### src/hdl/waypoint_path_follower_unit_defines.svh
// assertion macros for the path follower unit
`ifndef WAYPOINT_PATH_FOLLOWER_UNIT_DEFINES_SVH
`define WAYPOINT_PATH_FOLLOWER_UNIT_DEFINES_SVH

`ifndef SYNTH
`define WPF_ASSERT(label, prop, msg) \
    label: assert property (@(posedge clk) disable iff (!rst_n) prop) else $error(msg);
`define WPF_ASSERT_ALWAYS(label, prop, msg) \
    label: assert property (@(posedge clk) prop) else $error(msg);
`else
`define WPF_ASSERT(label, prop, msg)
`define WPF_ASSERT_ALWAYS(label, prop, msg)
`endif

`endif

### src/hdl/wpf_pkg.sv
`timescale 1ns / 1ps
package wpf_pkg;

    localparam int MAX_POINTS = 16;
    localparam int IDX_W      = $clog2(MAX_POINTS);
    localparam int COORD_W    = 32;
    localparam int TRAVEL_W   = 48;
    localparam int PROD_W     = 64;
    localparam int ROOT_W     = PROD_W / 2;
    localparam int CFG_IDX_W  = 3;
    localparam int CFG_DATA_W = 32;

    localparam logic [31:0] SPEED_RESET = 32'h0001_0000;

    // item kinds
    localparam logic [1:0] KIND_LOAD    = 2'd0;
    localparam logic [1:0] KIND_RESTART = 2'd1;
    localparam logic [1:0] KIND_TICK    = 2'd2;

    // path modes
    localparam logic [1:0] MODE_ONCE    = 2'd0;
    localparam logic [1:0] MODE_REPEAT  = 2'd1;
    localparam logic [1:0] MODE_PATROL  = 2'd2;
    localparam logic [1:0] MODE_POLYGON = 2'd3;

    // register indexes
    localparam logic [CFG_IDX_W-1:0] CFG_SPEED       = 3'd0;
    localparam logic [CFG_IDX_W-1:0] CFG_PATH_MODE   = 3'd1;
    localparam logic [CFG_IDX_W-1:0] CFG_POINT_COUNT = 3'd2;
    localparam logic [CFG_IDX_W-1:0] CFG_FLAT_MODE   = 3'd3;
    localparam logic [CFG_IDX_W-1:0] CFG_FLAT_HEIGHT = 3'd4;

    typedef struct packed {
        logic [1:0]         kind;
        logic [3:0]         point_index;
        logic signed [31:0] coord_x;
        logic signed [31:0] coord_y;
        logic signed [31:0] coord_z;
        logic [15:0]        elapsed;
    } in_item_t;

    typedef struct packed {
        logic signed [31:0] pos_x;
        logic signed [31:0] pos_y;
        logic signed [31:0] pos_z;
        logic [3:0]         target_index;
        logic               finished;
    } out_item_t;

    typedef enum logic [4:0] {
        ST_IDLE,
        ST_RESTART_RD,
        ST_RESTART_SET,
        ST_TGT_RD,
        ST_ARRIVE,
        ST_JUMP_RD,
        ST_JUMP_SET,
        ST_FETCH_RD,
        ST_FETCH_SET,
        ST_TRAVEL_GO,
        ST_TRAVEL_WAIT,
        ST_DIFF,
        ST_SQ_GO,
        ST_SQ_WAIT,
        ST_ROOT_GO,
        ST_ROOT_WAIT,
        ST_CHECK,
        ST_SCALE_GO,
        ST_SCALE_WAIT,
        ST_DIV_GO,
        ST_DIV_WAIT,
        ST_STEP,
        ST_EMIT
    } state_t;

    function automatic logic signed [31:0] sat32(input logic signed [34:0] v);
        logic signed [31:0] r;
        if (v > 35'sd2147483647)
        begin
            r = 32'sh7fff_ffff;
        end
        else if (v < -35'sd2147483648)
        begin
            r = 32'sh8000_0000;
        end
        else
        begin
            r = v[31:0];
        end
        return r;
    endfunction

    function automatic logic [31:0] mag32(input logic signed [31:0] v);
        logic [31:0] r;
        r = v[31] ? (~v + 32'd1) : v;
        return r;
    endfunction

endpackage

### src/hdl/wpf_mul.sv
`timescale 1ns / 1ps
module wpf_mul
    import wpf_pkg::*;
(
    input  logic                clk,
    input  logic                rst_n,
    input  logic                start,
    input  logic [TRAVEL_W-1:0] mcand,
    input  logic [COORD_W-1:0]  mplier,
    output logic                done,
    output logic [PROD_W-1:0]   product
);

    // shift-add multiplier, one multiplier bit per cycle
    logic [PROD_W-1:0]  acc_reg, acc_next;
    logic [PROD_W-1:0]  shift_reg, shift_next;
    logic [COORD_W-1:0] mplier_reg, mplier_next;
    logic [5:0]         count_reg, count_next;
    logic               busy_reg, busy_next;
    logic               done_reg, done_next;

    always_comb
    begin
        acc_next    = acc_reg;
        shift_next  = shift_reg;
        mplier_next = mplier_reg;
        count_next  = count_reg;
        busy_next   = busy_reg;
        done_next   = 1'b0;
        if (start)
        begin
            acc_next    = '0;
            shift_next  = PROD_W'(mcand);
            mplier_next = mplier;
            count_next  = 6'(COORD_W);
            busy_next   = 1'b1;
        end
        else if (busy_reg)
        begin
            if (mplier_reg[0])
            begin
                acc_next = acc_reg + shift_reg;
            end
            shift_next  = {shift_reg[PROD_W-2:0], 1'b0};
            mplier_next = {1'b0, mplier_reg[COORD_W-1:1]};
            count_next  = count_reg - 6'd1;
            if (count_reg == 6'd1)
            begin
                busy_next = 1'b0;
                done_next = 1'b1;
            end
        end
    end

    always_ff @(posedge clk or negedge rst_n)
    begin
        if (!rst_n)
        begin
            count_reg <= '0;
            busy_reg  <= 1'b0;
            done_reg  <= 1'b0;
        end
        else
        begin
            count_reg <= count_next;
            busy_reg  <= busy_next;
            done_reg  <= done_next;
        end
    end

    always_ff @(posedge clk)
    begin
        acc_reg    <= acc_next;
        shift_reg  <= shift_next;
        mplier_reg <= mplier_next;
    end

    assign done    = done_reg;
    assign product = acc_reg;

endmodule

### src/hdl/wpf_sqrt.sv
`timescale 1ns / 1ps
module wpf_sqrt
    import wpf_pkg::*;
(
    input  logic              clk,
    input  logic              rst_n,
    input  logic              start,
    input  logic [PROD_W-1:0] radicand,
    output logic              done,
    output logic [ROOT_W-1:0] root
);

    // digit-by-digit square root, two radicand bits per cycle
    logic [ROOT_W+1:0] rem_reg, rem_next;
    logic [ROOT_W-1:0] root_reg, root_next;
    logic [PROD_W-1:0] src_reg, src_next;
    logic [5:0]        count_reg, count_next;
    logic              busy_reg, busy_next;
    logic              done_reg, done_next;
    logic [ROOT_W+2:0] rem_try;
    logic [ROOT_W+2:0] trial;
    logic [ROOT_W+2:0] rem_sub;

    always_comb
    begin
        rem_try    = {rem_reg[ROOT_W:0], src_reg[PROD_W-1:PROD_W-2]};
        trial      = {1'b0, root_reg, 2'b01};
        rem_sub    = rem_try - trial;
        rem_next   = rem_reg;
        root_next  = root_reg;
        src_next   = src_reg;
        count_next = count_reg;
        busy_next  = busy_reg;
        done_next  = 1'b0;
        if (start)
        begin
            rem_next   = '0;
            root_next  = '0;
            src_next   = radicand;
            count_next = 6'(ROOT_W);
            busy_next  = 1'b1;
        end
        else if (busy_reg)
        begin
            if (rem_try >= trial)
            begin
                rem_next  = rem_sub[ROOT_W+1:0];
                root_next = {root_reg[ROOT_W-2:0], 1'b1};
            end
            else
            begin
                rem_next  = rem_try[ROOT_W+1:0];
                root_next = {root_reg[ROOT_W-2:0], 1'b0};
            end
            src_next   = {src_reg[PROD_W-3:0], 2'b00};
            count_next = count_reg - 6'd1;
            if (count_reg == 6'd1)
            begin
                busy_next = 1'b0;
                done_next = 1'b1;
            end
        end
    end

    always_ff @(posedge clk or negedge rst_n)
    begin
        if (!rst_n)
        begin
            count_reg <= '0;
            busy_reg  <= 1'b0;
            done_reg  <= 1'b0;
        end
        else
        begin
            count_reg <= count_next;
            busy_reg  <= busy_next;
            done_reg  <= done_next;
        end
    end

    always_ff @(posedge clk)
    begin
        rem_reg  <= rem_next;
        root_reg <= root_next;
        src_reg  <= src_next;
    end

    assign done = done_reg;
    assign root = root_reg;

endmodule

### src/hdl/wpf_div.sv
`timescale 1ns / 1ps
module wpf_div
    import wpf_pkg::*;
(
    input  logic              clk,
    input  logic              rst_n,
    input  logic              start,
    input  logic [PROD_W-1:0] dividend,
    input  logic [ROOT_W-1:0] divisor,
    output logic              done,
    output logic [PROD_W-1:0] quotient
);

    // restoring divider, one quotient bit per cycle
    logic [ROOT_W-1:0] rem_reg, rem_next;
    logic [PROD_W-1:0] quot_reg, quot_next;
    logic [ROOT_W-1:0] div_reg, div_next;
    logic [6:0]        count_reg, count_next;
    logic              busy_reg, busy_next;
    logic              done_reg, done_next;
    logic [ROOT_W:0]   rem_try;
    logic [ROOT_W:0]   rem_sub;
    logic              fits;

    always_comb
    begin
        rem_try    = {rem_reg, quot_reg[PROD_W-1]};
        rem_sub    = rem_try - {1'b0, div_reg};
        fits       = (rem_try >= {1'b0, div_reg});
        rem_next   = rem_reg;
        quot_next  = quot_reg;
        div_next   = div_reg;
        count_next = count_reg;
        busy_next  = busy_reg;
        done_next  = 1'b0;
        if (start)
        begin
            rem_next   = '0;
            quot_next  = dividend;
            div_next   = divisor;
            count_next = 7'(PROD_W);
            busy_next  = 1'b1;
        end
        else if (busy_reg)
        begin
            rem_next   = fits ? rem_sub[ROOT_W-1:0] : rem_try[ROOT_W-1:0];
            quot_next  = {quot_reg[PROD_W-2:0], fits};
            count_next = count_reg - 7'd1;
            if (count_reg == 7'd1)
            begin
                busy_next = 1'b0;
                done_next = 1'b1;
            end
        end
    end

    always_ff @(posedge clk or negedge rst_n)
    begin
        if (!rst_n)
        begin
            count_reg <= '0;
            busy_reg  <= 1'b0;
            done_reg  <= 1'b0;
        end
        else
        begin
            count_reg <= count_next;
            busy_reg  <= busy_next;
            done_reg  <= done_next;
        end
    end

    always_ff @(posedge clk)
    begin
        rem_reg  <= rem_next;
        quot_reg <= quot_next;
        div_reg  <= div_next;
    end

    assign done     = done_reg;
    assign quotient = quot_reg;

endmodule

### src/hdl/waypoint_path_follower_unit.sv
`timescale 1ns / 1ps
// Waypoint path follower: holds up to 16 waypoints and a position in signed Q16.16 and moves
// the position toward the current target at speed times elapsed per tick item. A load item
// is written into the waypoint store and gives no result; a restart item reads waypoint 0
// into the position and then gives its result. A tick item ends early when the path has ended
// or the travel is zero; otherwise it forms speed times elapsed, the squared differences, their
// square root and, when the target lies farther than one step, a multiply and a divide per axis.
// These steps use the one shared bit-serial multiplier, the bit-serial root unit and
// the 64-step divider, each settling one bit per cycle. Input items are taken only while the
// unit is idle; a finished result waits in the output register while the next item is already
// accepted.
`include "waypoint_path_follower_unit_defines.svh"
module waypoint_path_follower_unit
    import wpf_pkg::*;
(
    input  logic                  clk,
    input  logic                  rst_n,
    input  logic                  write_en,
    input  logic [CFG_IDX_W-1:0]  write_index,
    input  logic [CFG_DATA_W-1:0] write_data,
    input  logic                  in_valid,
    output logic                  in_stall,
    input  in_item_t              in_data,
    output logic                  out_valid,
    input  logic                  out_stall,
    output out_item_t             out_data
);

    state_t state_reg, state_next;

    logic [31:0]        speed_reg;
    logic [1:0]         mode_reg;
    logic [4:0]         count_cfg_reg;
    logic               flat_reg;
    logic signed [31:0] flat_height_reg;

    logic [3*COORD_W-1:0] wp_mem [MAX_POINTS];
    logic [3*COORD_W-1:0] rd_data_reg;
    logic [IDX_W-1:0]     rd_addr;
    logic                 mem_we;

    in_item_t           item_reg, item_next;
    logic signed [31:0] pos_reg [3];
    logic signed [31:0] pos_next [3];
    logic signed [31:0] wp_reg [3];
    logic signed [31:0] wp_next [3];
    logic signed [31:0] diff_reg [3];
    logic signed [31:0] diff_next [3];
    logic signed [31:0] rd_coord [3];
    logic [IDX_W-1:0]   target_reg, target_next;
    logic               back_reg, back_next;
    logic               done_reg, done_next;
    logic [TRAVEL_W-1:0] travel_reg, travel_next;
    logic [PROD_W-1:0]  sum_reg, sum_next;
    logic [ROOT_W-1:0]  dist_reg, dist_next;
    logic [1:0]         axis_reg, axis_next;
    logic               out_valid_reg, out_valid_next;
    out_item_t          out_data_reg, out_data_next;

    logic                in_accept;
    logic                out_free;
    logic                arrived;
    logic                at_end;
    logic [4:0]          count_used;
    logic [IDX_W-1:0]    last_idx;
    logic [31:0]         mag_sel;
    logic signed [34:0]  pos_wide;
    logic signed [34:0]  delta_wide;

    logic                mul_start;
    logic [TRAVEL_W-1:0] mul_a;
    logic [COORD_W-1:0]  mul_b;
    logic                mul_done;
    logic [PROD_W-1:0]   mul_product;
    logic                root_start;
    logic                root_done;
    logic [ROOT_W-1:0]   root_value;
    logic                div_start;
    logic                div_done;
    logic [PROD_W-1:0]   div_quot;

    assign in_accept = in_valid && !in_stall;
    assign out_free  = !out_valid_reg || !out_stall;
    assign mem_we    = in_accept && (in_data.kind == KIND_LOAD);

    // waypoints in use, clamped to the supported range
    assign count_used = (count_cfg_reg < 5'd2) ? 5'd2 :
                        (count_cfg_reg > 5'(MAX_POINTS)) ? 5'(MAX_POINTS) : count_cfg_reg;
    assign last_idx   = IDX_W'(count_used - 5'd1);
    assign at_end     = (target_reg >= last_idx);

    assign rd_coord[0] = rd_data_reg[3*COORD_W-1:2*COORD_W];
    assign rd_coord[1] = rd_data_reg[2*COORD_W-1:COORD_W];
    assign rd_coord[2] = rd_data_reg[COORD_W-1:0];
    assign arrived     = (rd_coord[0] == pos_reg[0]) && (rd_coord[1] == pos_reg[1]) &&
                         (rd_coord[2] == pos_reg[2]);

    assign mag_sel = mag32(diff_reg[axis_reg]);

    // configuration registers
    always_ff @(posedge clk or negedge rst_n)
    begin
        if (!rst_n)
        begin
            speed_reg       <= SPEED_RESET;
            mode_reg        <= MODE_ONCE;
            count_cfg_reg   <= 5'd2;
            flat_reg        <= 1'b0;
            flat_height_reg <= '0;
        end
        else if (write_en)
        begin
            unique case (write_index)
                CFG_SPEED:       speed_reg       <= write_data;
                CFG_PATH_MODE:   mode_reg        <= write_data[1:0];
                CFG_POINT_COUNT: count_cfg_reg   <= write_data[4:0];
                CFG_FLAT_MODE:   flat_reg        <= write_data[0];
                CFG_FLAT_HEIGHT: flat_height_reg <= write_data;
                default:         ;
            endcase
        end
    end

    // waypoint store, one write and one registered read port
    always_ff @(posedge clk)
    begin
        if (mem_we)
        begin
            wp_mem[in_data.point_index] <= {in_data.coord_x, in_data.coord_y,
                                            flat_reg ? flat_height_reg : in_data.coord_z};
        end
        rd_data_reg <= wp_mem[rd_addr];
    end

    // next state
    always_comb
    begin
        state_next = state_reg;
        unique case (state_reg)
            ST_IDLE:
            begin
                if (in_accept)
                begin
                    if (in_data.kind == KIND_RESTART)
                    begin
                        state_next = ST_RESTART_RD;
                    end
                    else if (in_data.kind == KIND_TICK)
                    begin
                        state_next = ST_TGT_RD;
                    end
                end
            end
            ST_RESTART_RD:  state_next = ST_RESTART_SET;
            ST_RESTART_SET: state_next = ST_EMIT;
            ST_TGT_RD:      state_next = ST_ARRIVE;
            ST_ARRIVE:
            begin
                state_next = ST_FETCH_RD;
                if (arrived && at_end)
                begin
                    if (mode_reg == MODE_ONCE)
                    begin
                        state_next = ST_EMIT;
                    end
                    else if (mode_reg == MODE_REPEAT)
                    begin
                        state_next = ST_JUMP_RD;
                    end
                end
            end
            ST_JUMP_RD:     state_next = ST_JUMP_SET;
            ST_JUMP_SET:    state_next = ST_FETCH_RD;
            ST_FETCH_RD:    state_next = ST_FETCH_SET;
            ST_FETCH_SET:   state_next = ST_TRAVEL_GO;
            ST_TRAVEL_GO:   state_next = ST_TRAVEL_WAIT;
            ST_TRAVEL_WAIT:
            begin
                if (mul_done)
                begin
                    state_next = (mul_product[TRAVEL_W-1:0] == '0) ? ST_EMIT : ST_DIFF;
                end
            end
            ST_DIFF:        state_next = ST_SQ_GO;
            ST_SQ_GO:       state_next = ST_SQ_WAIT;
            ST_SQ_WAIT:
            begin
                if (mul_done)
                begin
                    state_next = (axis_reg == 2'd2) ? ST_ROOT_GO : ST_SQ_GO;
                end
            end
            ST_ROOT_GO:     state_next = ST_ROOT_WAIT;
            ST_ROOT_WAIT:
            begin
                if (root_done)
                begin
                    state_next = ST_CHECK;
                end
            end
            ST_CHECK:
            begin
                state_next = (TRAVEL_W'(dist_reg) < travel_reg) ? ST_EMIT : ST_SCALE_GO;
            end
            ST_SCALE_GO:    state_next = ST_SCALE_WAIT;
            ST_SCALE_WAIT:
            begin
                if (mul_done)
                begin
                    state_next = ST_DIV_GO;
                end
            end
            ST_DIV_GO:      state_next = ST_DIV_WAIT;
            ST_DIV_WAIT:
            begin
                if (div_done)
                begin
                    state_next = ST_STEP;
                end
            end
            ST_STEP:        state_next = (axis_reg == 2'd2) ? ST_EMIT : ST_SCALE_GO;
            ST_EMIT:
            begin
                if (out_free)
                begin
                    state_next = ST_IDLE;
                end
            end
            default:        state_next = ST_IDLE;
        endcase
    end

    // control outputs
    always_comb
    begin
        in_stall   = 1'b1;
        rd_addr    = target_reg;
        mul_start  = 1'b0;
        mul_a      = travel_reg;
        mul_b      = mag_sel;
        root_start = 1'b0;
        div_start  = 1'b0;
        unique case (state_reg)
            ST_IDLE:       in_stall = 1'b0;
            ST_RESTART_RD: rd_addr = '0;
            ST_JUMP_RD:    rd_addr = '0;
            ST_TRAVEL_GO:
            begin
                mul_start = 1'b1;
                mul_a     = TRAVEL_W'(speed_reg);
                mul_b     = COORD_W'(item_reg.elapsed);
            end
            ST_SQ_GO:
            begin
                mul_start = 1'b1;
                mul_a     = TRAVEL_W'(mag_sel);
            end
            ST_ROOT_GO:    root_start = 1'b1;
            ST_SCALE_GO:   mul_start = 1'b1;
            ST_DIV_GO:     div_start = 1'b1;
            default:       ;
        endcase
    end

    // datapath
    always_comb
    begin
        item_next      = item_reg;
        pos_next       = pos_reg;
        wp_next        = wp_reg;
        diff_next      = diff_reg;
        target_next    = target_reg;
        back_next      = back_reg;
        done_next      = done_reg;
        travel_next    = travel_reg;
        sum_next       = sum_reg;
        dist_next      = dist_reg;
        axis_next      = axis_reg;
        out_data_next  = out_data_reg;
        out_valid_next = out_valid_reg && out_stall;
        pos_wide       = {{3{pos_reg[axis_reg][31]}}, pos_reg[axis_reg]};
        delta_wide     = diff_reg[axis_reg][31] ? -$signed({1'b0, div_quot[33:0]})
                                                :  $signed({1'b0, div_quot[33:0]});
        unique case (state_reg)
            ST_IDLE:
            begin
                if (in_accept)
                begin
                    item_next = in_data;
                end
            end
            ST_RESTART_SET:
            begin
                pos_next    = rd_coord;
                target_next = IDX_W'(1);
                back_next   = 1'b0;
                done_next   = 1'b0;
            end
            ST_ARRIVE:
            begin
                done_next = 1'b0;
                if (arrived)
                begin
                    if (at_end)
                    begin
                        case (mode_reg)
                            MODE_POLYGON: target_next = '0;
                            MODE_PATROL:
                            begin
                                back_next   = 1'b1;
                                target_next = target_reg - IDX_W'(1);
                            end
                            MODE_REPEAT:  target_next = IDX_W'(1);
                            default:      done_next = 1'b1;
                        endcase
                    end
                    else if (back_reg)
                    begin
                        if (target_reg == '0)
                        begin
                            back_next   = 1'b0;
                            target_next = IDX_W'(1);
                        end
                        else
                        begin
                            target_next = target_reg - IDX_W'(1);
                        end
                    end
                    else
                    begin
                        target_next = target_reg + IDX_W'(1);
                    end
                end
            end
            ST_JUMP_SET:  pos_next = rd_coord;
            ST_FETCH_SET: wp_next = rd_coord;
            ST_TRAVEL_WAIT:
            begin
                if (mul_done)
                begin
                    travel_next = mul_product[TRAVEL_W-1:0];
                end
            end
            ST_DIFF:
            begin
                for (int a = 0; a < 3; a++)
                begin
                    diff_next[a] = sat32(35'(wp_reg[a]) - 35'(pos_reg[a]));
                end
                sum_next  = '0;
                axis_next = '0;
            end
            ST_SQ_WAIT:
            begin
                if (mul_done)
                begin
                    sum_next  = sum_reg + mul_product;
                    axis_next = (axis_reg == 2'd2) ? 2'd0 : axis_reg + 2'd1;
                end
            end
            ST_ROOT_WAIT:
            begin
                if (root_done)
                begin
                    dist_next = root_value;
                end
            end
            ST_CHECK:
            begin
                // closer than one step: land on the target
                if (TRAVEL_W'(dist_reg) < travel_reg)
                begin
                    pos_next = wp_reg;
                end
            end
            ST_STEP:
            begin
                pos_next[axis_reg] = sat32(pos_wide + delta_wide);
                axis_next          = (axis_reg == 2'd2) ? 2'd0 : axis_reg + 2'd1;
            end
            ST_EMIT:
            begin
                if (out_free)
                begin
                    out_valid_next             = 1'b1;
                    out_data_next.pos_x        = pos_reg[0];
                    out_data_next.pos_y        = pos_reg[1];
                    out_data_next.pos_z        = pos_reg[2];
                    out_data_next.target_index = target_reg;
                    out_data_next.finished     = done_reg;
                end
            end
            default: ;
        endcase
    end

    always_ff @(posedge clk or negedge rst_n)
    begin
        if (!rst_n)
        begin
            state_reg     <= ST_IDLE;
            pos_reg       <= '{default: '0};
            target_reg    <= IDX_W'(1);
            back_reg      <= 1'b0;
            done_reg      <= 1'b0;
            axis_reg      <= '0;
            out_valid_reg <= 1'b0;
        end
        else
        begin
            state_reg     <= state_next;
            pos_reg       <= pos_next;
            target_reg    <= target_next;
            back_reg      <= back_next;
            done_reg      <= done_next;
            axis_reg      <= axis_next;
            out_valid_reg <= out_valid_next;
        end
    end

    always_ff @(posedge clk)
    begin
        item_reg     <= item_next;
        wp_reg       <= wp_next;
        diff_reg     <= diff_next;
        travel_reg   <= travel_next;
        sum_reg      <= sum_next;
        dist_reg     <= dist_next;
        out_data_reg <= out_data_next;
    end

    wpf_mul u_mul (
        .clk     (clk),
        .rst_n   (rst_n),
        .start   (mul_start),
        .mcand   (mul_a),
        .mplier  (mul_b),
        .done    (mul_done),
        .product (mul_product)
    );

    wpf_sqrt u_sqrt (
        .clk      (clk),
        .rst_n    (rst_n),
        .start    (root_start),
        .radicand (sum_reg),
        .done     (root_done),
        .root     (root_value)
    );

    wpf_div u_div (
        .clk      (clk),
        .rst_n    (rst_n),
        .start    (div_start),
        .dividend (mul_product),
        .divisor  (dist_reg),
        .done     (div_done),
        .quotient (div_quot)
    );

    assign out_valid = out_valid_reg;
    assign out_data  = out_data_reg;

    // scaling only runs when the step is no longer than the distance
    `WPF_ASSERT(a_scale_bound, (state_reg == ST_STEP) |-> (div_quot[PROD_W-1:ROOT_W] == '0), "step quotient too wide")
    `WPF_ASSERT(a_mul_owner, mul_done |-> (state_reg == ST_TRAVEL_WAIT || state_reg == ST_SQ_WAIT || state_reg == ST_SCALE_WAIT), "multiplier done outside a wait state")
    `WPF_ASSERT(a_emit, (state_reg == ST_EMIT && out_free) |=> (out_valid_reg && state_reg == ST_IDLE), "result not posted")
    `WPF_ASSERT_ALWAYS(a_reset_out, !rst_n |=> !out_valid, "result valid during reset")

endmodule
### config.mk
export PLATFORM = sky130hd
export DESIGN_NAME = waypoint_path_follower_unit
export DESIGN_NICKNAME = d
export VERILOG_FILES = /design/src/hdl/wpf_pkg.sv /design/src/hdl/wpf_mul.sv /design/src/hdl/wpf_sqrt.sv /design/src/hdl/wpf_div.sv /design/src/hdl/waypoint_path_follower_unit.sv
export VERILOG_INCLUDE_DIRS = /design/src /design/src/hdl
export SDC_FILE = /design/constraint.sdc
export NUM_CORES = 2
export LEC_CHECK = 0
export BUFFER_PORTS_ARGS = -buffer_cell sky130_fd_sc_hd__buf_4
export CORE_MARGIN = 5
export CORE_UTILIZATION = 50
export DETAILED_ROUTE_END_ITERATION = 8
export PLACE_DENSITY = 0.64
export SLEW_MARGIN = 20
export SYNTH_ARGS = -nofsm -noshare
export SYNTH_HDL_FRONTEND = slang
export SYNTH_SLANG_ARGS = --single-unit
### constraint.sdc
create_clock -name clk -period 17.5 [get_ports clk]
set_input_delay 0.875 -clock clk [delete_from_list [all_inputs] [get_ports clk]]
set_output_delay 0.875 -clock clk [all_outputs]
set_load 0.01 [all_outputs]
==> impl_metrics.ini <==
[sta]
timing.max_slew.rel_slack_pct = 12.9
max_slew_violation_count = 0
grt_setup_unrepaired = no
timing.fmax_ghz = 0.134
fin_worst_skew_ns = 0.103
tns_ns = 0
finalCritPeriodShare_pct = 42.8
hold-worst-slack_ns = 0.153
number_of_hold_violations_in_the_final_report = 0
finalWorstPathRequiredPeriod_ns = 7.49
worstMarginPinSlew_ns = 1.31
setup_violations = 0

[place]
io_buffer_count = 260
place_area_sq_um = 131000
place.detailed.hpwl_um = 273000
gp_routability_congestion = 1.07

[clock_tree]
cts_htree_levels = 5
cts_buffer_depth = 4
tritoncts_buffers = 305
post_cts.resized_instances = 0
cts_tree = built
root_buffer = sky130_fd_sc_hd__clkbuf_16
clock_sink_count = 2709
postCtsSetupRepairBufs = 0
clk_latency_ns = 0.97
clk_transition_reported_paths_ns = 0.06

[worst_setup_path]
crit_path_max_incr_delay_ns = 0.89
critical_path_required_ns = 18.26
reg2reg_slack_ns = 10.01
cp_arrival_ns = 8.25
ff_to_ff_path_depth = 21
r2r_end = pos_reg[68]
cp_num_buf_inv = 5
number_of_logic_stages_on_the_critical_path_including_buffering = 21
critPathCaptureType = flop
worst_r2r_startpoint = axis_reg[0]
timing_worst_setup_path_type = flop to flop
worstSetupEndpoint = pos_reg[68]
critical_path.startpoint = axis_reg[0]
worst_path_most_repeated_cell = sky130_fd_sc_hd__buf_4
setup.worst_path.start_class = flop
critical-path-slowest-cell = sky130_fd_sc_hd__o31ai_1
path_delay_family = compound AO/OA/AOI/OAI gates
timing.critical_path.fanout_max = 60
cells_traversed_along_the_worst_timing_path = buf_4, nor2b_4, buf_4, nand2_1, o21ai_2, buf_4, o31ai_1, xnor2_1, ha_1, and3_1, o2111ai_1, a21oi_1, o21ai_0, o31ai_1, o22ai_1, nor2_2, a21oi_4, buf_4, nor2_4, buf_16, a41oi_1

[yosys]
synth-seq-cells = 2709
ys_dominant_reg_cell = sky130_fd_sc_hd__edfxtp_1
yosysUniqueCellTypes = 101
syn_area_per_cell_sq_um = 12.3
postSynthCellCount = 10200
synth_enable_flop_cells = 2229
async_sr_flop_fraction_pct = 7.64
yosys_warnings = 0
netlist_area_sq_um = 125000
synth-seq-area-share_pct = 62.0
synth_fp_nets = 10700

[global_routing]
first_global_vias = 84400
globalRouteTotalUtil_pct = 31.1
grt_max_degree = 237
grt_first_pass_wirelength_um = 591000
number_of_antenna_violations_at_the_first_check_in_global_routing = 34
grt_overflow = 0

[route]
post_drt_wl_per_cell_um = 29.6
dr_total_vias = 88300
routed_via_density = 6.33
antenna_violating_nets_post_route = 1
route.detailed.drc = 0
dr.first_iter.drc_count = 9488
routed_wirelength_um = 413000
drtPass1Iterations = 7

[finish]
filler_cell_count = 20300
finish.net_count = 10900
area_growth_pct = 12.6
largest_reg_flops = 1536
design_area_final_sq_um = 141000
layout-drive-gt1-share_pct = 11.5

[floorplanning]
rows = 183
floorplan_die_height_um = 510
fp.dieArea_sq_um = 260000
floorplan.initialDensity_pct = 50.3
core_region_area_sq_um = 249000
die_x_um = 510
design.portCount = 261

[status]
violated_checks = antenna violations
run_status = complete, but fails checks

[hold_path]
worst_min_delay_path_category = input port to flop

[pwr]
power.leakage_nw = 50.5
power.density_cell_area_nw_per_um2 = 199
vdd_drop_max_mv = 0.351

[run]
cap_violations = 0
## what timing repair did
action                                  4_1_cts  5_1_grt
hold buffers                                  1        0
endpoints found under the setup margin        0        0
hold endpoints to repair                     53        0
## worst reg2reg max path, cell delays in order (launching register included)
cell                        delay (ns)
sky130_fd_sc_hd__dfrtp_2          0.49
sky130_fd_sc_hd__buf_4            0.65
sky130_fd_sc_hd__nor2b_4          0.32
sky130_fd_sc_hd__buf_4            0.64
sky130_fd_sc_hd__nand2_1          0.16
sky130_fd_sc_hd__o21ai_2          0.08
sky130_fd_sc_hd__buf_4            0.36
sky130_fd_sc_hd__o31ai_1          0.19
sky130_fd_sc_hd__xnor2_1          0.20
sky130_fd_sc_hd__ha_1             0.44
sky130_fd_sc_hd__and3_1           0.22
sky130_fd_sc_hd__o2111ai_1        0.12
sky130_fd_sc_hd__a21oi_1          0.27
sky130_fd_sc_hd__o21ai_0          0.30
sky130_fd_sc_hd__o31ai_1          0.89
sky130_fd_sc_hd__o22ai_1          0.23
sky130_fd_sc_hd__nor2_2           0.54
sky130_fd_sc_hd__a21oi_4          0.03
sky130_fd_sc_hd__buf_4            0.30
sky130_fd_sc_hd__nor2_4           0.51
sky130_fd_sc_hd__buf_16           0.25
sky130_fd_sc_hd__a41oi_1          0.17
## metal layers
| layer | share of wire [%] | wire length [um] | global-route usage (%) | up-vias |
|---|---|---|---|---|
| li1 | - | - | - | 39200 |
| met1 | 39 | 160000 | 39.5 | 44300 |
| met2 | 46 | 192000 | 49.5 | 3886 |
| met3 | 7.8 | 32100 | 6.37 | 954 |
| met4 | 6.9 | 28700 | 18.3 | 24 |
| met5 | 0.039 | 161 | 0 | - |
## layout make-up
class / instances / area [sq um] / area share, %
Antenna cell: 32 / 80.1 / 0.0568
Clock buffer: 409 / 8440 / 5.99
Clock inverter: 129 / 1400 / 0.995
Inverter: 309 / 1160 / 0.824
Multi-Input combinational cell: 6593 / 44500 / 31.6
Sequential cell: 2709 / 77600 / 55.1
Tap cell: 3330 / 4170 / 2.96
Timing Repair Buffer: 452 / 3610 / 2.56
## cells by family after synthesis
logic type      after synthesis  share of synthesized area (%)
compound gates             2867                           15.0
xor+xnor                    438                           3.07
fa+ha+maj                   401                           4.01
buf+inv                     901                           2.76
flops                      2709                           62.0
mux                         355                           3.92
simple gates               2532                           9.20
## metrics by stage
step / worst slack, ns / util (%) / power (W) / cells
floorplan: 8.59 / - / 0.0168 / 10200
global placement: 9.87 / 52.6 / 0.0212 / 13400
detailed placement: 9.80 / 52.6 / 0.0213 / 13400
CTS: 9.74 / 56.5 / 0.0277 / 13900
global route: 9.75 / 56.6 / 0.0292 / 13900
finish: 10.01 / 56.6 / 0.0281 / 14000
## Yosys cell counts (all sizes together) (40+ instances only)
cell type | n | area, sq um
and3 | 40 | 250
a41oi | 58 | 508
dfxtp | 273 | 5470
inv | 309 | 1160
mux4 | 97 | 2180
a21oi | 546 | 2750
o21bai | 53 | 398
xnor2 | 285 | 2500
clkbuf | 505 | 1900
nand4 | 85 | 532
o22ai | 239 | 1500
dfrtp | 204 | 5100
mux2i | 151 | 1510
a21o | 164 | 1230
o21ai | 605 | 3070
nor3 | 91 | 478
buf | 87 | 393
nor2b | 58 | 363
nand3 | 151 | 756
mux2 | 107 | 1200
xor2 | 153 | 1340
nand2 | 1251 | 4700
o221ai | 223 | 1950
and2 | 210 | 1310
edfxtp | 2229 | 66900
a22oi | 95 | 718
ha | 373 | 4670
o211ai | 41 | 308
nor4 | 45 | 282
nor2 | 438 | 1660
a211oi | 255 | 1910
nand2b | 55 | 344
o21a | 78 | 586
a31oi | 245 | 1530
## where the power goes
group          internal [W]  switching, W
Sequential          0.00817       0.00110
Clock               0.00379       0.00256
Combinational       0.00417       0.00827
## how the worst min path moves through the flow
stage	start	endpoint	cells after the start
6_report	in_data[13]	item_reg[13]	1
5_1_grt	in_data[11]	item_reg[11]	1
4_1_cts	in_data[8]	item_reg[8]	1
3_5_place_dp	u_sqrt.root[8]	dist_reg[8]	0
3_3_place_gp	u_sqrt.root[31]	dist_reg[31]	0
2_1_floorplan	done_reg	out_data[0]	0
## cell usage in the layout (no fill, tap or decap), types with 37 or more instances in the layout
cell and n:
sky130_fd_sc_hd__buf_4 426, sky130_fd_sc_hd__o31ai_1 37, sky130_fd_sc_hd__o21bai_1 53, sky130_fd_sc_hd__nor2_1 413
sky130_fd_sc_hd__a31oi_1 245, sky130_fd_sc_hd__dfrtp_1 200, sky130_fd_sc_hd__and2_1 207, sky130_fd_sc_hd__nand2b_1 54
sky130_fd_sc_hd__mux4_2 97, sky130_fd_sc_hd__a22oi_1 93, sky130_fd_sc_hd__o21ai_0 572, sky130_fd_sc_hd__a41oi_1 58
sky130_fd_sc_hd__edfxtp_1 2229, sky130_fd_sc_hd__nand4_1 85, sky130_fd_sc_hd__o211ai_1 41, sky130_fd_sc_hd__nand2_1 1241
sky130_fd_sc_hd__o22ai_1 239, sky130_fd_sc_hd__nand3_1 149, sky130_fd_sc_hd__xor2_1 153, sky130_fd_sc_hd__xnor2_1 284
sky130_fd_sc_hd__clkbuf_16 313, sky130_fd_sc_hd__nor3_1 81, sky130_fd_sc_hd__clkinv_2 44, sky130_fd_sc_hd__and3_1 40
sky130_fd_sc_hd__mux2_2 107, sky130_fd_sc_hd__clkbuf_1 71, sky130_fd_sc_hd__ha_1 373, sky130_fd_sc_hd__o21a_1 78
sky130_fd_sc_hd__nor4_1 43, sky130_fd_sc_hd__a211oi_1 255, sky130_fd_sc_hd__dfxtp_1 273, sky130_fd_sc_hd__a22o_1 37
sky130_fd_sc_hd__o221ai_1 223, sky130_fd_sc_hd__inv_1 305, sky130_fd_sc_hd__nor2b_1 57, sky130_fd_sc_hd__mux2i_1 151
sky130_fd_sc_hd__a21o_1 164, sky130_fd_sc_hd__a21oi_1 541
(Power assumes the default switching activity.)
